## src/sv/ksp_pkg.sv

```systemverilog
// Package for the Kronecker symbol unit: widths, the p = 2 table and codes.
// Used by kronecker_symbol_prime_unit and its testbench.
package ksp_pkg;

  localparam int unsigned VALUE_BITS_DEF   = 64;
  localparam int unsigned MODULUS_BITS_DEF = 31;
  localparam int unsigned SYMBOL_BITS      = 2;

  localparam logic [SYMBOL_BITS-1:0] SYM_ZERO = 2'd0;
  localparam logic [SYMBOL_BITS-1:0] SYM_POS  = 2'd1;
  localparam logic [SYMBOL_BITS-1:0] SYM_NEG  = 2'd3;

  // symbol (d/2) indexed by d mod 8
  function automatic logic [SYMBOL_BITS-1:0] two_symbol(input logic [2:0] idx);
    logic [SYMBOL_BITS-1:0] s;
    case (idx)
      3'd1, 3'd7: s = SYM_POS;
      3'd3, 3'd5: s = SYM_NEG;
      default:    s = SYM_ZERO;
    endcase
    return s;
  endfunction

endpackage

```

## src/sv/ksp_modmul.sv

```systemverilog
// Bit-serial modular multiply a*b mod m, one bit of b per cycle (shift-add).
// Depends on nothing outside this file; widths come from the MODULUS_BITS parameter.
module ksp_modmul #(
  parameter int unsigned MODULUS_BITS = 31
) (
  input  logic                    clk,
  input  logic                    rst,
  input  logic                    start,
  input  logic [MODULUS_BITS-1:0] a,
  input  logic [MODULUS_BITS-1:0] b,
  input  logic [MODULUS_BITS-1:0] m,
  output logic                    done,
  output logic [MODULUS_BITS-1:0] prod
);

  localparam int unsigned CW = $clog2(MODULUS_BITS + 1);

  logic [MODULUS_BITS-1:0] acc, mult, bsh;
  logic [CW-1:0]           cnt;
  logic                    busy;
  logic [MODULUS_BITS+1:0] dbl, dbl_r, add, add_r;

  // Horner step from the top bit of b: acc = 2*acc (+ a), reduced each time
  always_comb begin
    dbl   = {1'b0, acc, 1'b0};
    dbl_r = (dbl >= {2'b00, m}) ? dbl - {2'b00, m} : dbl;
    add   = dbl_r + {2'b00, mult};
    add_r = (add >= {2'b00, m}) ? add - {2'b00, m} : add;
  end

  always_ff @(posedge clk) begin
    done <= 1'b0;
    if (rst) begin
      busy <= 1'b0;
      cnt  <= '0;
    end else if (start) begin
      busy <= 1'b1;
      acc  <= '0;
      mult <= a;
      bsh  <= b;
      cnt  <= CW'(MODULUS_BITS);
    end else if (busy) begin
      acc <= bsh[MODULUS_BITS-1] ? add_r[MODULUS_BITS-1:0] : dbl_r[MODULUS_BITS-1:0];
      bsh <= bsh << 1;
      cnt <= cnt - 1'b1;
      if (cnt == CW'(1)) begin
        busy <= 1'b0;
        done <= 1'b1;
      end
    end
  end

  assign prod = acc;

endmodule

```

## src/sv/kronecker_symbol_prime_unit.sv

```systemverilog
// Top level: Kronecker symbol (d/p) for prime p by Euler's criterion.
// Depends on ksp_pkg and ksp_modmul.
//
//  channel | dir | tdata fields (low bit up)       | tuser
//  s_axis  | in  | value, modulus (zero padded)    | -
//  m_axis  | out | symbol (zero padded to 8 bits)  | -
//
// One request at a time. Reduction of |d| mod p is bit-serial. The power takes up
// to 2*(MODULUS_BITS-1) modular multiplies on the shared bit-serial multiplier.
// p = 2 and p <= 1 finish at once.
// Synchronous reset clears control; a stalled result holds and blocks new requests.
module kronecker_symbol_prime_unit #(
  parameter int unsigned VALUE_BITS   = ksp_pkg::VALUE_BITS_DEF,
  parameter int unsigned MODULUS_BITS = ksp_pkg::MODULUS_BITS_DEF
) (
  input  logic clk,
  input  logic rst,
  input  logic s_axis_tvalid,
  output logic s_axis_tready,
  // value [VALUE_BITS-1:0], modulus above it, zeros to a whole byte
  input  logic [((VALUE_BITS+MODULUS_BITS+7)/8)*8-1:0] s_axis_tdata,
  output logic m_axis_tvalid,
  input  logic m_axis_tready,
  // symbol [1:0], zeros above
  output logic [7:0] m_axis_tdata
);

  localparam int unsigned VW = VALUE_BITS;
  localparam int unsigned MW = MODULUS_BITS;
  localparam int unsigned VC = $clog2(VW + 1);

  typedef enum logic [2:0] {S_IDLE, S_RED, S_CHK, S_MUL, S_SQR, S_WAIT, S_OUT} state_t;

  state_t             state;
  logic [VW-1:0]      mag;
  logic [MW:0]        rem;
  logic [MW-1:0]      p, base, acc, expo;
  logic               neg, sq_pending;
  logic [VC-1:0]      vcnt;
  logic [1:0]         sym;

  logic [VW-1:0]      in_val;
  logic [MW-1:0]      in_mod;
  logic [MW:0]        rsh, rsub;
  logic [MW-1:0]      half_pm1;

  logic               mm_start, mm_done;
  logic [MW-1:0]      mm_a, mm_b, mm_prod;

  assign in_val = s_axis_tdata[VW-1:0];
  assign in_mod = s_axis_tdata[VW+MW-1:VW];

  // restoring remainder step: shift in the next magnitude bit
  assign rsh  = {rem[MW-1:0], mag[VW-1]};
  assign rsub = (rsh >= {1'b0, p}) ? rsh - {1'b0, p} : rsh;

  // exponent (p-1)/2
  assign half_pm1 = (p - MW'(1)) >> 1;

  assign mm_start = (state == S_MUL) || (state == S_SQR);
  assign mm_a     = (state == S_MUL) ? acc : base;
  assign mm_b     = base;

  ksp_modmul #(.MODULUS_BITS(MW)) u_mul (
    .clk(clk), .rst(rst), .start(mm_start), .a(mm_a), .b(mm_b), .m(p),
    .done(mm_done), .prod(mm_prod)
  );

  assign s_axis_tready = (state == S_IDLE);
  assign m_axis_tvalid = (state == S_OUT);
  assign m_axis_tdata  = {6'd0, sym};

  always_ff @(posedge clk) begin
    if (rst) begin
      state <= S_IDLE;
    end else begin
      case (state)
        S_IDLE: if (s_axis_tvalid) begin
          p    <= in_mod;
          neg  <= in_val[VW-1];
          mag  <= in_val[VW-1] ? VW'(~in_val + 1'b1) : in_val;
          rem  <= '0;
          vcnt <= VC'(VW);
          if (in_mod == MW'(2)) begin
            sym   <= ksp_pkg::two_symbol(in_val[2:0]);
            state <= S_OUT;
          end else if (in_mod <= MW'(1)) begin
            sym   <= ksp_pkg::SYM_ZERO;
            state <= S_OUT;
          end else begin
            state <= S_RED;
          end
        end
        S_RED: begin
          rem  <= rsub;
          mag  <= mag << 1;
          vcnt <= vcnt - 1'b1;
          if (vcnt == VC'(1)) state <= S_CHK;
        end
        S_CHK: begin
          if (rem == '0) begin
            sym   <= ksp_pkg::SYM_ZERO;
            state <= S_OUT;
          end else begin
            base  <= neg ? p - rem[MW-1:0] : rem[MW-1:0];
            acc   <= MW'(1);
            expo  <= half_pm1;
            state <= S_SQR;
            if (half_pm1 == '0) begin
              sym   <= ksp_pkg::SYM_POS;
              state <= S_OUT;
            end else if (half_pm1[0]) begin
              // exponent bit 0 set: multiply then square
              state <= S_MUL;
            end
          end
        end
        S_MUL: begin
          sq_pending <= 1'b1;
          state      <= S_WAIT;
        end
        S_SQR: begin
          sq_pending <= 1'b0;
          state      <= S_WAIT;
        end
        S_WAIT: if (mm_done) begin
          if (sq_pending) begin
            acc   <= mm_prod;
            state <= S_SQR;
          end else begin
            base <= mm_prod;
            expo <= expo >> 1;
            if ((expo >> 1) == '0) begin
              sym   <= (acc == MW'(1)) ? ksp_pkg::SYM_POS : ksp_pkg::SYM_NEG;
              state <= S_OUT;
            end else begin
              state <= expo[1] ? S_MUL : S_SQR;
            end
          end
        end
        S_OUT: if (m_axis_tready) state <= S_IDLE;
        default: state <= S_IDLE;
      endcase
    end
  end

endmodule

```

## config.mk

```make
export PLATFORM = sky130hd
export DESIGN_NAME = kronecker_symbol_prime_unit
export DESIGN_NICKNAME = d
export VERILOG_FILES = /design/src/sv/ksp_pkg.sv /design/src/sv/ksp_modmul.sv /design/src/sv/kronecker_symbol_prime_unit.sv
export SDC_FILE = /design/constraint.sdc
export NUM_CORES = 1
export LEC_CHECK = 0
export ABC_AREA = 1
export BUFFER_PORTS_ARGS = -buffer_cell sky130_fd_sc_hd__buf_2
export CORE_MARGIN = 5
export CORE_UTILIZATION = 40
export DETAILED_ROUTE_END_ITERATION = 16
export PLACE_DENSITY_LB_ADDON = 0.2
export SETUP_SLACK_MARGIN = 0.15
export SLEW_MARGIN = 20
export SYNTH_ARGS = -nofsm -noshare
export SYNTH_HDL_FRONTEND = slang
export SYNTH_SLANG_ARGS = --single-unit
```

## constraint.sdc

```tcl
create_clock -name clk -period 7.76 [get_ports clk]
set_input_delay 1.552 -clock clk [delete_from_list [all_inputs] [get_ports clk]]
set_output_delay 1.552 -clock clk [all_outputs]
set_load 0.05 [all_outputs]
```

Yosys cells after proc, flatten, opt, wreduce, memory -nomap -nowiden
Index checks and enable logic that the tools add are counted.
{"block": "totals", "reg_bits": 334, "latch_bits": 0, "ramBits": 0, "romBits": 0, "inputBits": 100, "out_inout_bits": 10, "elab_cells": 139, "memories": 0}
{"block": "classes", "addsub": 9, "n_mul": 0, "n_div": 0, "order_cmp": 4, "eq_ne": 24, "n_shift": 0, "mux": 59, "bitwise": 3, "n_reduce_logical": 23}
{"operator": "$mux W31", "n": 16}
{"operator": "$pmux W31 S2", "n": 3}
{"operator": "$mux W64", "n": 2}
{"operator": "$pmux W64 S2", "n": 1}
{"operator": "$add A64 B1 Y64 const B", "n": 1}
{"operator": "$ge A32 B31 Y1", "n": 2}
{"operator": "$mux W32", "n": 2}
{"operator": "$not A64 Y64", "n": 1}
{"operator": "$pmux W32 S2", "n": 1}
{"operator": "$logic_not A31 Y1", "n": 2}
{"operator": "$sub A31 B31 Y31", "n": 2}
{"operator": "$mux W3", "n": 12}
{"operator": "$add A33 B31 Y33", "n": 1}
{"operator": "$ge A33 B31 Y1", "n": 1}
{"operator": "$mux W33", "n": 1}
{"operator": "$sub A32 B31 Y33", "n": 1}
{"operator": "$logic_not A32 Y1", "n": 1}
{"operator": "$sub A32 B31 Y32", "n": 1}
{"operator": "$eq A31 B1 Y1 const B", "n": 1}
{"operator": "$eq A31 B2 Y1 const B", "n": 1}
{"operator": "$le A31 B1 Y1 const B", "n": 1}
{"operator": "$sub A31 B1 Y31 const B", "n": 1}
{"operator": "$mux W2", "n": 9}
{"operator": "$pmux W3 S6", "n": 1}
{"operator": "30 further kinds", "n": 57}

Logic depth before layout (Yosys ltp)
{"block": "logic_depth", "word_depth": 7, "ltp_mapped": 46, "depth_no_buf": 45}

Hierarchy
A second synthesis with hierarchy kept.
{"block": "unflattened", "hier_cells": 3754, "hier_area_um2": 27506.4}
{"mod": "kronecker_symbol_prime_unit", "n_inst": 1, "cells_per_inst": 2231, "area_each_um2": 17088.9, "seq_area_each_um2": 6936.7}
{"mod": "ksp_modmul", "n_inst": 1, "cells_per_inst": 1523, "area_each_um2": 10417.5, "seq_area_each_um2": 2932.8}

Worst setup path after synthesis
Ideal clock, no wire load.
{"block": "synth_path", "kind": "input-to-reg", "startpoint": "in rst", "endpoint": "reg u_mul.bsh[0] (enable)", "setup_time_ps": 570, "arrival_ps": 6186, "required_time_ps": 7190, "slack_ps": 1004, "cell_stages": 2, "n_path_buf": 1, "cell_sequence": "clkbuf_1 > o21ai_0"}
{"block": "synth_via", "elab_chain_len": 2}
{"item": "start: declaration", "line": "kronecker_symbol_prime_unit.sv:17", "source": "input logic rst,"}
{"item": "$not A1 Y1 (no line)"}
{"item": "$reduce_and A2 Y1 (no line)"}
{"item": "end signal: assignment", "line": "ksp_modmul.sv:44", "source": "bsh <= bsh << 1;"}
{"item": "end: declaration", "line": "ksp_modmul.sv:18", "source": "logic [MODULUS_BITS-1:0] acc, mult, bsh;"}
Every way passes these cells.
A chain may end at the register's enable or synchronous reset.

Worst setup path in the final report
{"block": "layout_path", "startpoint": "reg p[12]", "endpoint": "reg u_mul.acc[13], in the netlist u_mul.prod[13], data pin"}
{"block": "layout_via", "elab_chain_len": 7, "elab_cells_between_ends": 9, "classes_between": "add/sub: 3; order compare: 2; mux: 4"}
{"item": "start: declaration", "line": "kronecker_symbol_prime_unit.sv:37", "source": "logic [MW-1:0] p, base, acc, expo;"}
{"item": "start signal: assignment", "line": "kronecker_symbol_prime_unit.sv:79", "source": "p <= in_mod;"}
{"item": "$sub A32 B31 Y33 / $ge A32 B31 Y1 (equally long branches)", "line": "ksp_modmul.sv:26", "source": "dbl_r = (dbl >= {2'b00, m}) ? dbl - {2'b00, m} : dbl;"}
{"item": "$mux W33", "line": "ksp_modmul.sv:26"}
{"item": "$add A33 B31 Y33", "line": "ksp_modmul.sv:27", "source": "add = dbl_r + {2'b00, mult};"}
{"item": "$sub A31 B31 Y31 / $ge A33 B31 Y1 (equally long branches)", "line": "ksp_modmul.sv:28", "source": "add_r = (add >= {2'b00, m}) ? add - {2'b00, m} : add;"}
{"item": "$mux W31", "line": "ksp_modmul.sv:28"}
{"item": "$mux W31 (*)", "line": "ksp_modmul.sv:43", "source": "acc <= bsh[MODULUS_BITS-1] ? add_r[MODULUS_BITS-1:0] : dbl_r[MODULUS_BITS-1:0];"}
{"item": "$mux W31 (*)", "line": "ksp_modmul.sv:42", "source": "end else if (busy) begin"}
{"item": "end signal: assignment", "line": "ksp_modmul.sv:43"}
{"item": "end: declaration", "line": "ksp_modmul.sv:18"}
Mark *: on every way between the ends. The rest lies on a longest branch, timed or not. The select of a mux whose other input is x is not followed.

==> results.yml <==
logic_synthesis:
  synth-main-ff-cell: "edfxtp_1"
  synth_top_cells_by_area: "edfxtp_1 37%, nand2_1 12%, ha_1 7.7%"
  synth.distinct_cells: 58
  synthesis.instances: 3506
  yosysTopAreaCellShare: 0.366
  ys_ff_latch: 332
  yosysSeqAreaShare: 0.374
  synth.top_cells.by_count: "838 x nand2_1, 455 x inv_1, 327 x nor2_1, 322 x edfxtp_1, 272 x a21oi_1"
  synth.cell_area_um2: 26400
  synth-edff-count: 322
  yosysMostFrequentCell: "nand2_1"
  synth_area_per_cell_um2: 7.53
  yosys_warnings: 0
  synth.largest_area_cell: "edfxtp_1"
  async_flop_share: 0
sta:
  worst_pin_slew_ps: 1060
  final.setup_skew_ps: 24.2
  setup_violations: 0
  rsz0062_at_grt: "no"
  drv_slew: 0
  setup_slack_ps: 543
  setup_tns_ps: 0
  hold_viol_final: 0
  slew_headroom: 0.292
  max_freq_mhz: 139
  post-route-min-period_ps: 7220
  fin_crit_sh: 0.930
finish:
  fin_area_um2: 29900
  fillers: 6790
  multi_input_area_um2: 14500
  drive_gt1_frac: 0.0954
  register_area_um2: 9870
  fin_nets: 3925
  areaGrowthSynthToFinish_pct: 13.1
floorplanning:
  core-area_um2: 65600
  die_h_um: 267
  dieArea_um2: 71300
  io_pins: 110
  die_x_um: 267
  std_cell_rows: 94
  start_util: 0.402
place:
  io_buffer_count: 102
  dpl.hpwl_um: 73100
  dpl_worst_slack_ps: 691
  place_area_um2: 28400
  place_congestion: 1.02
clock_network:
  cts.path.max_buffers: 3
  root_buffer: "clkbuf_16"
  htree_levels: 2
  clock_latency_ps: 590
  path_clk_slew_ps: 60
  hold_buffers: 0
  cts_buffers: 41
  cts.sinks: 332
  cts_tree: "built"
grt:
  grt_pass1_wl_um: 138000
  antenna_found_initial: 9
  grt_pass1_vias: 24000
  grt_use_total: 0.250
  grt_max_degree: 110
  grt_overflow: 0
setup_path:
  r2r_end: "u_mul.prod[13]$_SDFFCE_PN0P_"
  r2r_start: "p[12]$_DFFE_PP_"
  path_class: "register to register"
  cp.arrival_ps: 7500
  path_max_fanout: 27
  slowest_stage: "edfxtp_1"
  endpoint_kind: "register"
  critPathRequiredTime_ps: 8040
  rrSetupSlack_ps: 540
  cp_slowest_stage_delay_ps: 490
  critPathTopFamily: "simple AND/OR/NAND/NOR gates"
  reg2reg_depth: 36
  worst-path-buf-inv: 8
  start_kind: "register"
  crit_top_cell: "nand2_1"
power:
  cellLeakagePower_nw: 13.1
  ir_drop_uv: 198
  powerDensity_nw_per_um2: 386
  p_total_mw: 11.5
status:
  outcome: "completed"
routing:
  vias_per_cell: 5.36
  route.detailed.drc: 0
  wl_per_cell_um: 20.1
  ant_nets: 0
  drt_iter0_markers: 1777
  num_vias: 24500
  drtPass1Iterations: 7
  finalWirelength_um: 91700
worst_hold_path:
  hp-class: "register to register"
  holdCritStartpoint: "u_mul.cnt[2]$_SDFFE_PP0N_"
  hold_end: "u_mul.cnt[2]$_SDFFE_PP0N_"
  whs_path_depth: 2
job:
  maxCapViolCount: 0
## metrics by stage
stage / hold WS, ps / utilization / std cells
after floorplan: 476 / - / 3511
after global placement: 491 / 0.433 / 4478
after detailed placement: 497 / 0.433 / 4478
after CTS: 509 / 0.455 / 4554
after global routing: 530 / 0.455 / 4559
final: 509 / 0.455 / 4561
## placed cells by master, fill, tap and decap left out, drive strengths merged, types with 16 or more instances in the layout
master / instances
a21oi: 274
ha: 162
nor2: 340
nand4: 49
o21bai: 28
clkbuf: 48
mux2: 22
edfxtp: 322
xor2: 126
clkinv: 16
a31oi: 25
nor3: 49
o21ai: 279
nand3: 177
nand2: 842
nor4: 51
or2: 16
xnor2: 69
buf: 199
inv: 463
## kinds of logic (layout without fill, tap and decap cells)
family / Yosys count / after routing / synth area share
DFF: 332 / 332 / 0.374
xor gates and xnor gates: 195 / 195 / 0.0647
muxes: 23 / 23 / 0.00976
other: 1 / 12 / 0.000142
adders and majority gates: 167 / 167 / 0.0805
AOI/OAI and AO/OA: 692 / 692 / 0.144
and+or+nand+nor: 1540 / 1540 / 0.246
buffers and inverters: 556 / 736 / 0.0813
## state kept, by name (all words and copies together), names as in the netlist, 7 cells and up
register    cells
u_mul.prod     31
rem            32
acc            31
mag            64
p              31
u_mul.mult     31
base           31
vcnt            7
expo           29
u_mul.bsh      31
## worst reg2reg max path: cells and delay by family (launching register included)
family / cells / cell delay, ps
compound gates: 6 / 1080
xor+xnor: 1 / 140
fa+ha+maj: 3 / 1130
buf+inv: 8 / 1190
flops: 1 / 490
simple gates: 18 / 2850
## final cells by class
cell class                      instances  area share
Antenna cell                            6    0.000503
Clock buffer                           48      0.0359
Clock inverter                         28      0.0114
Inverter                              461      0.0580
Multi-Input combinational cell       2623       0.485
Sequential cell                       332       0.330
Tap cell                              864      0.0362
Timing Repair Buffer                  199      0.0427
## report_power, final
part / leakage (nW) / internal (mW) / total, mW / switching (mW)
clock: 0.686 / 1.21 / 2.04 / 0.833
sequential: 3.06 / 2.52 / 2.74 / 0.212
combinational: 9.36 / 2.30 / 6.74 / 4.45
## layer usage
| layer | routed length (µm) | global-route usage |
|---|---|---|
| met1 | 40000 | 0.330 |
| met2 | 43500 | 0.430 |
| met3 | 5160 | 0.0317 |
| met4 | 3020 | 0.0750 |
| met5 | 57 | 0 |
## timing repair
| item | CTS | global route |
|---|---|---|
| buffers inserted | 0 | 1 |
| gates resized for setup | 0 | 2 |
| endpoints found under the setup margin | 0 | 26 |
## how the worst max path moves through the flow
stage                         start                           end  slack [ps]  depth (start not counted)
global placement    p[14]$_DFFE_PP_   u_mul.prod[0]$_SDFFCE_PN0P_         640                         39
floorplan                       rst    u_mul.bsh[0]$_SDFFCE_PP0P_        1000                          2
CTS                 p[14]$_DFFE_PP_  u_mul.prod[24]$_SDFFCE_PN0P_         610                         43
finish              p[12]$_DFFE_PP_  u_mul.prod[13]$_SDFFCE_PN0P_         540                         36
detailed placement  p[14]$_DFFE_PP_  u_mul.prod[24]$_SDFFCE_PN0P_         690                         43
global route        p[12]$_DFFE_PP_  u_mul.prod[13]$_SDFFCE_PN0P_         170                         41
Note: power is estimated with default switching activity, not from simulation.
